**config.mk**
```make
export PLATFORM = sky130hd
export DESIGN_NAME = cursor_sequence_store_flat
export DESIGN_NICKNAME = d
export VERILOG_FILES = /design/src/hw/rtl/cseq_pkg.sv /design/src/hw/rtl/cseq_req_if.sv /design/src/hw/rtl/cseq_rsp_if.sv /design/src/hw/rtl/cseq_datapath.sv /design/src/hw/rtl/cseq_ctrl.sv /design/src/hw/rtl/cursor_sequence_store.sv /design/src/flat_wrapper.sv
export SDC_FILE = /design/constraint.sdc
export NUM_CORES = 2
export LEC_CHECK = 0
export BUFFER_PORTS_ARGS = -buffer_cell sky130_fd_sc_hd__buf_2
export CORE_MARGIN = 2
export CORE_UTILIZATION = 50
export DETAILED_ROUTE_END_ITERATION = 6
export HOLD_SLACK_MARGIN = 0.12
export PLACE_DENSITY = 0.69
export RECOVER_POWER = 50
export SLEW_MARGIN = 20
export SYNTH_ARGS = -nofsm -noshare
export SYNTH_HDL_FRONTEND = slang
export SYNTH_HIERARCHICAL = 1
export SYNTH_SLANG_ARGS = --single-unit
```
**constraint.sdc**
```tcl
create_clock -name clk -period 4.9 [get_ports clk]
set_input_delay 0.98 -clock clk [delete_from_list [all_inputs] [get_ports clk]]
set_output_delay 0.98 -clock clk [all_outputs]
set_load 0.02 [all_outputs]
```
**src/hw/rtl/cseq_pkg.sv**
```systemverilog
// Shared types and constants of the cursor sequence store.
package cseq_pkg;

	localparam int OP_W    = 3;
	localparam int VALUE_W = 32;
	localparam int COUNT_W = 5;

	typedef enum logic [OP_W-1:0] {
		OP_START   = 3'd0,
		OP_ADVANCE = 3'd1,
		OP_INSERT  = 3'd2,
		OP_ATTACH  = 3'd3,
		OP_REMOVE  = 3'd4,
		OP_QUERY   = 3'd5
	} op_e;

	typedef enum logic [1:0] {
		SH_NONE  = 2'd0,
		SH_OPEN  = 2'd1,
		SH_CLOSE = 2'd2
	} shift_e;

	// Command from the controller to the datapath for one accepted item.
	typedef struct packed {
		logic   capture;
		shift_e shift;
		logic   take_value;
		logic   cur_valid;
	} dp_cmd_t;

endpackage

```
**src/hw/rtl/cseq_req_if.sv**
```systemverilog
// Request channel: one operation and its value per item.
interface cseq_req_if;
	logic                         valid;
	logic                         ready;
	logic [cseq_pkg::OP_W-1:0]    op;
	logic [cseq_pkg::VALUE_W-1:0] value;

	modport source (output valid, output op, output value, input ready);
	modport sink (input valid, input op, input value, output ready);
endinterface

```
**src/hw/rtl/cseq_rsp_if.sv**
```systemverilog
// Response channel: store status after each operation.
interface cseq_rsp_if;
	logic                         valid;
	logic                         ready;
	logic [cseq_pkg::COUNT_W-1:0] count;
	logic                         has_current;
	logic [cseq_pkg::VALUE_W-1:0] current_value;
	logic                         error;

	modport source (output valid, output count, output has_current, output current_value,
		output error, input ready);
	modport sink (input valid, input count, input has_current, input current_value,
		input error, output ready);
endinterface

```
**src/hw/rtl/cseq_datapath.sv**
```systemverilog
// Entry register array with shift network and the current value result register.
module cseq_datapath #(
	parameter int CAPACITY   = 16,
	parameter int DATA_WIDTH = 32
) (
	input  logic                         clk,
	input  logic [cseq_pkg::VALUE_W-1:0] value,
	input  cseq_pkg::dp_cmd_t            cmd,
	input  logic [$clog2(CAPACITY)-1:0]  gap_pos,
	input  logic [$clog2(CAPACITY)-1:0]  rd_pos,
	output logic [cseq_pkg::VALUE_W-1:0] current_value
);

	localparam int AW = $clog2(CAPACITY);
	localparam int VW = cseq_pkg::VALUE_W;
	localparam int SW = (DATA_WIDTH < VW) ? DATA_WIDTH : VW;

	logic [SW-1:0] entries_q [CAPACITY];
	logic [SW-1:0] wdata;
	logic [SW-1:0] rd_data;
	logic [VW-1:0] cur_q;

	assign wdata   = SW'(value);
	assign rd_data = entries_q[rd_pos];

	// Every position moves at once: an open shifts the tail up by one and
	// writes the gap, a close pulls the tail down over the removed entry.
	always_ff @(posedge clk) begin
		if (cmd.capture) begin
			unique case (cmd.shift)
				cseq_pkg::SH_OPEN: begin
					for (int i = 0; i < CAPACITY; i++) begin
						if (gap_pos == AW'(i)) begin
							entries_q[i] <= wdata;
						end else if (gap_pos < AW'(i)) begin
							entries_q[i] <= entries_q[(i > 0) ? i - 1 : 0];
						end
					end
				end
				cseq_pkg::SH_CLOSE: begin
					for (int i = 0; i < CAPACITY; i++) begin
						if (gap_pos <= AW'(i) && i < CAPACITY - 1) begin
							entries_q[i] <= entries_q[(i < CAPACITY - 1) ? i + 1 : i];
						end
					end
				end
				default: begin
				end
			endcase
		end
	end

	// The read uses the array before the operation; the controller picks the
	// address that holds the entry which is current afterwards.
	always_ff @(posedge clk) begin
		if (cmd.capture) begin
			if (!cmd.cur_valid) begin
				cur_q <= '0;
			end else if (cmd.take_value) begin
				cur_q <= VW'(wdata);
			end else begin
				cur_q <= VW'(rd_data);
			end
		end
	end

	assign current_value = cur_q;

endmodule

```
**src/hw/rtl/cseq_ctrl.sv**
```systemverilog
// Controller: operation decode, cursor and count state, result handshake.
module cseq_ctrl #(
	parameter int CAPACITY = 16
) (
	input  logic                         clk,
	input  logic                         arst_n,
	input  logic                         req_valid,
	output logic                         req_ready,
	input  logic [cseq_pkg::OP_W-1:0]    op,
	output logic                         rsp_valid,
	input  logic                         rsp_ready,
	output logic [cseq_pkg::COUNT_W-1:0] count,
	output logic                         has_current,
	output logic                         error,
	output cseq_pkg::dp_cmd_t            cmd,
	output logic [$clog2(CAPACITY)-1:0]  gap_pos,
	output logic [$clog2(CAPACITY)-1:0]  rd_pos
);

	localparam int AW = $clog2(CAPACITY);
	localparam int CW = $clog2(CAPACITY + 1);

	typedef enum logic [0:0] {
		ST_EMPTY = 1'b0,
		ST_HOLD  = 1'b1
	} state_t;

	state_t        state_q;
	logic [CW-1:0] count_q;
	logic [AW-1:0] pos_q;
	logic          valid_q;
	logic          err_q;

	logic          accept;
	logic          full;
	logic [CW-1:0] pos_inc;
	logic [CW-1:0] nxt_count;
	logic [AW-1:0] nxt_pos;
	logic          nxt_valid;
	logic          err_c;
	logic [AW-1:0] gap_c;
	logic [AW-1:0] rd_c;
	cseq_pkg::shift_e shift_c;
	logic          take_c;

	assign req_ready = (state_q == ST_EMPTY) || rsp_ready;
	assign accept    = req_valid && req_ready;
	assign full      = count_q >= CW'(CAPACITY);
	assign pos_inc   = CW'(pos_q) + CW'(1);

	always_comb begin
		nxt_count = count_q;
		nxt_pos   = pos_q;
		nxt_valid = valid_q;
		err_c     = 1'b0;
		gap_c     = pos_q;
		rd_c      = pos_q;
		shift_c   = cseq_pkg::SH_NONE;
		take_c    = 1'b0;
		unique case (cseq_pkg::op_e'(op))
			cseq_pkg::OP_START: begin
				nxt_pos   = '0;
				nxt_valid = count_q != '0;
				rd_c      = '0;
			end
			cseq_pkg::OP_ADVANCE: begin
				if (!valid_q) begin
					err_c = 1'b1;
				end else if (pos_inc >= count_q) begin
					nxt_pos   = '0;
					nxt_valid = 1'b0;
				end else begin
					nxt_pos = AW'(pos_inc);
					rd_c    = AW'(pos_inc);
				end
			end
			cseq_pkg::OP_INSERT, cseq_pkg::OP_ATTACH: begin
				if (full) begin
					err_c = 1'b1;
				end else begin
					if (cseq_pkg::op_e'(op) == cseq_pkg::OP_INSERT) begin
						gap_c = valid_q ? pos_q : '0;
					end else begin
						gap_c = valid_q ? AW'(pos_inc) : AW'(count_q);
					end
					shift_c   = cseq_pkg::SH_OPEN;
					take_c    = 1'b1;
					nxt_pos   = gap_c;
					nxt_valid = 1'b1;
					nxt_count = count_q + CW'(1);
				end
			end
			cseq_pkg::OP_REMOVE: begin
				if (!valid_q) begin
					err_c = 1'b1;
				end else begin
					shift_c   = cseq_pkg::SH_CLOSE;
					rd_c      = AW'(pos_inc);
					nxt_count = count_q - CW'(1);
					if (pos_inc >= count_q) begin
						nxt_pos   = '0;
						nxt_valid = 1'b0;
					end
				end
			end
			default: begin
			end
		endcase
	end

	assign cmd.capture    = accept;
	assign cmd.shift      = accept ? shift_c : cseq_pkg::SH_NONE;
	assign cmd.take_value = take_c;
	assign cmd.cur_valid  = nxt_valid;
	assign gap_pos        = gap_c;
	assign rd_pos         = rd_c;

	always_ff @(posedge clk or negedge arst_n) begin
		if (!arst_n) begin
			state_q <= ST_EMPTY;
			count_q <= '0;
			pos_q   <= '0;
			valid_q <= 1'b0;
			err_q   <= 1'b0;
		end else begin
			if (accept) begin
				state_q <= ST_HOLD;
				count_q <= nxt_count;
				pos_q   <= nxt_pos;
				valid_q <= nxt_valid;
				err_q   <= err_c;
			end else if (rsp_ready) begin
				state_q <= ST_EMPTY;
			end
		end
	end

	assign rsp_valid   = state_q == ST_HOLD;
	assign count       = cseq_pkg::COUNT_W'(count_q);
	assign has_current = valid_q;
	assign error       = err_q;

	a_cursor_in_store: assert property (@(posedge clk) disable iff (!arst_n)
		valid_q |-> (CW'(pos_q) < count_q))
		else $error("cursor points beyond the stored entries");

	a_refused_no_change: assert property (@(posedge clk) disable iff (!arst_n)
		(accept && err_c) |=> (count_q == $past(count_q) && pos_q == $past(pos_q)
			&& valid_q == $past(valid_q)))
		else $error("refused operation changed the store");

	a_open_grows: assert property (@(posedge clk) disable iff (!arst_n)
		(accept && shift_c == cseq_pkg::SH_OPEN) |=>
			(count_q == $past(count_q) + CW'(1) && valid_q))
		else $error("insert did not add a current entry");

	a_close_shrinks: assert property (@(posedge clk) disable iff (!arst_n)
		(accept && shift_c == cseq_pkg::SH_CLOSE) |=> (count_q == $past(count_q) - CW'(1)))
		else $error("remove did not drop one entry");

endmodule

```
**src/hw/rtl/cursor_sequence_store.sv**
```systemverilog
// The result of an item is registered and presented in the cycle after the item is accepted.
// Throughput: one item per cycle while rsp.ready is high; the whole entry array shifts in
// the accepting cycle, and the result registers refill in the cycle the result is taken.
// Reset (arst_n low, asynchronous): the store is empty with no current entry and no result
// pending; entry data is not cleared, since entries beyond the count are never read.
// Top level: ordered store of up to CAPACITY values with a cursor.
module cursor_sequence_store #(
	parameter int CAPACITY   = 16,
	parameter int DATA_WIDTH = 32
) (
	input logic       clk,
	input logic       arst_n,
	cseq_req_if.sink  req,
	cseq_rsp_if.source rsp
);

	// Command and cursor addresses flowing from the controller to the datapath.
	cseq_pkg::dp_cmd_t             cmd;
	logic [$clog2(CAPACITY)-1:0]   gap_pos;
	logic [$clog2(CAPACITY)-1:0]   rd_pos;

	// The controller owns the count, the cursor and the handshake. It decides,
	// for each accepted item, whether the array opens a gap, closes one, or
	// stays, and which old position holds the entry that becomes current.
	cseq_ctrl #(
		.CAPACITY (CAPACITY)
	) u_ctrl (
		.clk         (clk),
		.arst_n      (arst_n),
		.req_valid   (req.valid),
		.req_ready   (req.ready),
		.op          (req.op),
		.rsp_valid   (rsp.valid),
		.rsp_ready   (rsp.ready),
		.count       (rsp.count),
		.has_current (rsp.has_current),
		.error       (rsp.error),
		.cmd         (cmd),
		.gap_pos     (gap_pos),
		.rd_pos      (rd_pos)
	);

	// The datapath holds the entries as a register array that moves every
	// position at once, and registers the current value for the result.
	cseq_datapath #(
		.CAPACITY   (CAPACITY),
		.DATA_WIDTH (DATA_WIDTH)
	) u_datapath (
		.clk           (clk),
		.value         (req.value),
		.cmd           (cmd),
		.gap_pos       (gap_pos),
		.rd_pos        (rd_pos),
		.current_value (rsp.current_value)
	);

endmodule
```
**src/flat_wrapper.sv**
```systemverilog
// flat-port wrapper written by rule: the top's interface ports become plain ports
module cursor_sequence_store_flat 
#(
	parameter int CAPACITY   = 16,
	parameter int DATA_WIDTH = 32
)
  (clk, arst_n, req_valid, req_op, req_value, req_ready, rsp_valid, rsp_count, rsp_has_current, rsp_current_value, rsp_error, rsp_ready);
  cseq_req_if req_i ();
  cseq_rsp_if rsp_i ();
  input logic clk;
  input logic arst_n;
  input wire logic [$bits(req_i.valid)-1:0] req_valid;
  input wire logic [$bits(req_i.op)-1:0] req_op;
  input wire logic [$bits(req_i.value)-1:0] req_value;
  output wire logic [$bits(req_i.ready)-1:0] req_ready;
  output wire logic [$bits(rsp_i.valid)-1:0] rsp_valid;
  output wire logic [$bits(rsp_i.count)-1:0] rsp_count;
  output wire logic [$bits(rsp_i.has_current)-1:0] rsp_has_current;
  output wire logic [$bits(rsp_i.current_value)-1:0] rsp_current_value;
  output wire logic [$bits(rsp_i.error)-1:0] rsp_error;
  input wire logic [$bits(rsp_i.ready)-1:0] rsp_ready;
  assign req_i.valid = req_valid;
  assign req_i.op = req_op;
  assign req_i.value = req_value;
  assign req_ready = req_i.ready;
  assign rsp_valid = rsp_i.valid;
  assign rsp_count = rsp_i.count;
  assign rsp_has_current = rsp_i.has_current;
  assign rsp_current_value = rsp_i.current_value;
  assign rsp_error = rsp_i.error;
  assign rsp_i.ready = rsp_ready;
  cursor_sequence_store #(.CAPACITY(CAPACITY), .DATA_WIDTH(DATA_WIDTH)) u_core (.clk(clk), .arst_n(arst_n), .req(req_i), .rsp(rsp_i));
endmodule
```
=== Word level (Yosys, flattened, before mapping) ===
Memory sizes are Yosys's and may differ from the RTL's.
Cells that the tools add are included.

* Bits in registers: 44
* Bits in latches: 0
* RAM bits: 512
* Memory bits (read-only): 0
* Input port bits: 39
* Output and inout bits: 41
* Word-level logic and storage cells: 380
* Memories kept: 1

* Add/subtract/negate cells: 3
* $mul: 0
* Divide/modulo/power cells: 0
* Order comparisons: 33
* Equal/unequal tests: 25
* Shift operators: 0
* Muxes and demuxes: 268
* Bitwise logic cells: 32
* Reductions and logical operators: 12

{| class="wikitable"
|+ Memory list
! name !! depth !! width !! rd ports !! clocked after memory_dff !! wr ports !! RTL line !! text
|-
| u_core.u_datapath.entries_q || 16 || 32 || 17 || 0 || 16 || cseq_datapath.sv:18 || <nowiki>logic [SW-1:0] entries_q [CAPACITY];</nowiki>
|}

{| class="wikitable"
|+ Operators with widths
! cell !! number
|-
| 32-bit two-way mux || 32
|-
| 1-bit two-way mux || 214
|-
| 4-bit two-way mux || 12
|-
| 4-bit == test (second input constant) || 8
|-
| 4-bit < comparator (second input constant) || 8
|-
| 1-bit OR || 31
|-
| 4-bit less-or-equal comparator (second input constant) || 7
|-
| 4-bit by 3-bit == test with 1-bit output (second input constant) || 4
|-
| 4-bit by 3-bit less-or-equal comparator with 1-bit output (second input constant) || 4
|-
| 4-bit by 3-bit < comparator with 1-bit output (second input constant) || 4
|-
| 4-bit case mux with 4 select lines || 1
|-
| 4-bit case mux with 3 select lines || 1
|-
| 5-bit two-way mux || 2
|-
| 5-bit case mux with 2 select lines || 1
|-
| 4-bit by 2-bit == test with 1-bit output (second input constant) || 2
|-
| 4-bit by 1-bit less-or-equal comparator with 1-bit output (second input constant) || 2
|-
| 4-bit by 2-bit less-or-equal comparator with 1-bit output (second input constant) || 2
|-
| 4-bit by 1-bit < comparator with 1-bit output (second input constant) || 2
|-
| 4-bit by 2-bit < comparator with 1-bit output (second input constant) || 2
|-
| 2-bit inequality test (second input constant) || 4
|-
| 3-bit by 2-bit == test with 1-bit output (second input constant) || 2
|-
| 4-bit by 1-bit adder with 5-bit output (second input constant) || 1
|-
| 5-bit by 1-bit adder with 5-bit output (second input constant) || 1
|-
| 5-bit >= comparator || 1
|-
| 22 further kinds || 25
|}

=== Longest topological paths before layout ===
* Depth after elaboration: 13
* Mapped depth: 18
* Depth with buffers taken out: 15

=== Cells and area by module ===
Netlist, hierarchy kept.

{| class="wikitable"
|+ By module, submodules not included
! module !! instances !! cells an instance !! area an instance (um^2) !! seq. area each (um^2)
|-
| cseq_datapath || 1 || 2916 || 30600.6 || 16335.7
|-
| cseq_ctrl || 1 || 186 || 1427.6 || 300.3
|}

=== Worst setup path before layout ===
No wires, ideal clock.

* Kind: input -> register
* From: input port req_op[0]
* To: memory u_core/u_datapath/entries_q[1][0] (netlist name), enable pin
* Library setup time: 0.461 ns
* Data arrival time: 4.696 ns
* Required time: 4.439 ns
* Slack: -0.257 ns
* Cell stages on the path: 9
* Path buffers: 3
* Cells stage by stage: buf_2 -> buf_2 -> nand3b_1 -> o21ai_0 -> a221o_1 -> buf_4 -> and4bb_2 -> nor2_1 -> nor3_1

{| class="wikitable"
|+ RTL lines
! what !! RTL line !! text
|-
| start, declared || flat_wrapper.sv:13 || <nowiki>input wire logic [$bits(req_i.op)-1:0] req_op;</nowiki>
|-
| end, declared || cseq_datapath.sv:18 ||
|}

==> impl_metrics.json <==
{
  "outcome": "finished, violations left",
  "failed_checks": "design-rule violations, max-capacitance violations, max-slew violations",
  "vias": 25900,
  "required_ns": 5.21,
  "first_pass_iters": 7,
  "cts.sinks": 556,
  "relSlewSlack": -0.101,
  "synth_edf_count": 544,
  "hold_viol": 0,
  "layout_min_cycle_time_ns": 4.63,
  "final_area_um2": 35200,
  "end_kind": "flip-flop",
  "rsz0062_at_grt": "false",
  "nets": 3125,
  "synth.top_cell.area_share": 0.510,
  "post-synth-top-area-cell": "edfxtp_1",
  "cts_setup_buffers": 0,
  "pre_cts_ws_ns": 0.325,
  "ys_warn_count": 6,
  "ir_drop_mv": 0.305,
  "setup_viol": 0,
  "synthTopCellsByArea": "edfxtp_1, mux2i_1, nand2_1, a22oi_1, o21ai_0",
  "antenna_found_initial": 4,
  "cts_resized": 0,
  "crit_top_cell": "nand2_1",
  "fin_util": 0.557,
  "tightest_slew_ns": 1.65,
  "areaGrowthSynthToFinish_pct": 9.84,
  "drv_cap": 2,
  "setup_tns_ns": 0,
  "synth_cells": 3102,
  "wirelength_mm": 107,
  "wl_met3_mm": 12.9,
  "stdcell_count": 3971,
  "critPathKind": "primary input to flip-flop",
  "die_height_um": 257,
  "power.density_nw_per_um2": 357,
  "core_area_um2": 63200,
  "critPathMaxFanout": 29,
  "slowest_delay_ns": 0.77,
  "routedWlPerCell_um": 26.9,
  "die-area_um2": 66100,
  "synthesis.nets": 3153,
  "via_per_inst": 6.53,
  "ys_ff_latch": 556,
  "gp_congestion": 0.894,
  "grt_first_pass_wirelength_mm": 159,
  "whs_ns": 0.384,
  "grt_usage": 0.316,
  "start_kind": "primary input",
  "cts_tree": "done",
  "numCtsBuffers": 60,
  "core.rowCount": 92,
  "dieWidth_um": 257,
  "finalWorstSetupSlack_ns": 0.267,
  "first_global_vias": 25200,
  "drc": 1,
  "ys.flop_type": "edfxtp_1",
  "synthArstFlopShare": 0.0216,
  "ys_seq_area_frac": 0.519,
  "top_layer": "met5",
  "dr_wl_met2_mm": 48.1,
  "avgSynthCellArea_um2": 10.3,
  "slew_violations": 24,
  "ctsHoldBuffers": 0,
  "power_mw": 12.6,
  "nFillCells": 5390,
  "grt_overflow_total": 0,
  "cpLargestDelayFamily": "simple AND/OR/NAND/NOR gates",
  "p_leak_nw": 13.6,
  "yosys-top-cells-count": "nand2_1, edfxtp_1, mux2i_1",
  "cts-root-buf": "clkbuf_16",
  "yosysMostFrequentCell": "nand2_1",
  "path_cells": "clkbuf_1, nor2_1, nand2_1, inv_1, nand2_1, nor2_1, and3b_1, nand2_2, nand2_1, buf_12",
  "clk_latency_ns": 0.65,
  "drive_above_1_share": 0.0913,
  "dp_cells": 3858,
  "met1Wirelength_mm": 40.2,
  "place_area_um2": 33700,
  "io_buffers": 79,
  "final_antenna_net_count": 0,
  "period_share": 0.945,
  "dp_hpwl_mm": 64.8,
  "syn_area_um2": 32000,
  "max_freq_ghz": 0.216,
  "path_clk_slew_ns": 0.07,
  "path_buf_inv": 3,
  "fin_skew_ns": 0.0189,
  "synth_cell_type_count": 73,
  "critPathArrivalTime_ns": 4.95,
  "worstHoldPathType": "primary input to asynchronous set/reset pin",
  "drt-initial-drc-count": 3662,
  "clk_path_buf_depth": 3,
  "num_io_pins": 80,
  "cts_max_level": 2,
  "grt_max_degree": 113,
  "crit_slowest_cell": "nand2_1",
  "initial_core_util": 0.507
}
==> kinds of logic after synthesis <==
family,count (synthesis),share of synthesized area
simple gates,1036,0.133
compound gates,652,0.126
flops,556,0.519
mux,547,0.172
buf+inv,291,0.0424
fa+ha+maj,12,0.00492
xor+xnor,8,0.00219
==> per-layer routing <==
| layer | GRT usage | up-vias |
|---|---|---|
| met5 | 0 | - |
| met4 | 0.158 | 2 |
| met3 | 0.0641 | 342 |
| met2 | 0.494 | 1838 |
| met1 | 0.419 | 12500 |
| li1 | - | 11300 |
==> power breakdown <==
| part | switching, mW | total (mW) | internal [mW] | leakage, nW |
|---|---|---|---|---|
| clock network | 1.96 | 4.49 | 2.53 | 0.935 |
| registers | 0.167 | 5.62 | 5.45 | 5.26 |
| logic | 1.64 | 2.46 | 0.820 | 7.40 |
| total | 3.77 | 12.6 | 8.81 | 13.6 |
==> cell usage in the layout, fill, tap and decap left out, types with 4 or more instances in the layout <==
| master | instances |
|---|---|
| nand2_2 | 5 |
| nand2b_1 | 6 |
| clkbuf_2 | 17 |
| nor2b_1 | 4 |
| a22oi_1 | 225 |
| buf_12 | 26 |
| xnor2_1 | 5 |
| inv_1 | 19 |
| nor3_1 | 6 |
| mux2_2 | 32 |
| bufinv_16 | 5 |
| o21ai_1 | 46 |
| ha_1 | 11 |
| clkbuf_1 | 69 |
| nand3b_1 | 5 |
| clkinv_2 | 16 |
| buf_2 | 36 |
| nand2_1 | 795 |
| nand3_1 | 133 |
| mux2i_1 | 514 |
| o21ai_0 | 221 |
| clkbuf_16 | 61 |
| buf_4 | 43 |
| clkinv_1 | 14 |
| dfrtp_1 | 12 |
| a21oi_1 | 82 |
| a21o_1 | 5 |
| edfxtp_1 | 544 |
| nor2_1 | 45 |
| a31oi_1 | 34 |
==> final timing paths <==
kind / start / endpoint / slack [ns] / cells past startpoint
max: req_op[0] / u_core/u_datapath/entries_q[14][29] / 0.27 / 10
min: arst_n / u_core/u_ctrl/count[4] / 0.38 / 1
max reg2reg: u_core/u_ctrl/pos_q[0] / u_core/u_datapath/current_value[30] / 0.30 / 15
min reg2reg: u_core/u_ctrl/error / u_core/u_ctrl/error / 0.50 / 2
max in group asynchronous: arst_n / u_core/u_ctrl/rsp_valid / 4.03 / 1
min in group clk: u_core/u_ctrl/error / u_core/u_ctrl/error / 0.50 / 2
==> cell type report <==
| class | count | area [um^2] | share of cell area |
|---|---|---|---|
| diodes | 2 | 5.00 | 0.000142 |
| clock buffers | 73 | 1570 | 0.0447 |
| clock inverters | 38 | 319 | 0.00907 |
| inverters | 20 | 75.1 | 0.00213 |
| multi-input cells | 2255 | 14200 | 0.403 |
| flip-flops and latches | 556 | 16600 | 0.473 |
| well taps | 846 | 1060 | 0.0301 |
| repair buffers | 181 | 1340 | 0.0380 |
==> sequential cells by signal, summed over array words and instances, names as in the netlist <==
signal                           cells
u_core/u_ctrl/has_current            1
u_core/u_ctrl/rsp_valid              1
u_core/u_datapath/entries_q        512
u_core/u_ctrl/pos_q                  4
u_core/u_ctrl/error                  1
u_core/u_ctrl/count                  5
u_core/u_datapath/current_value     32
Note: power is estimated with default switching activity, not from simulation.
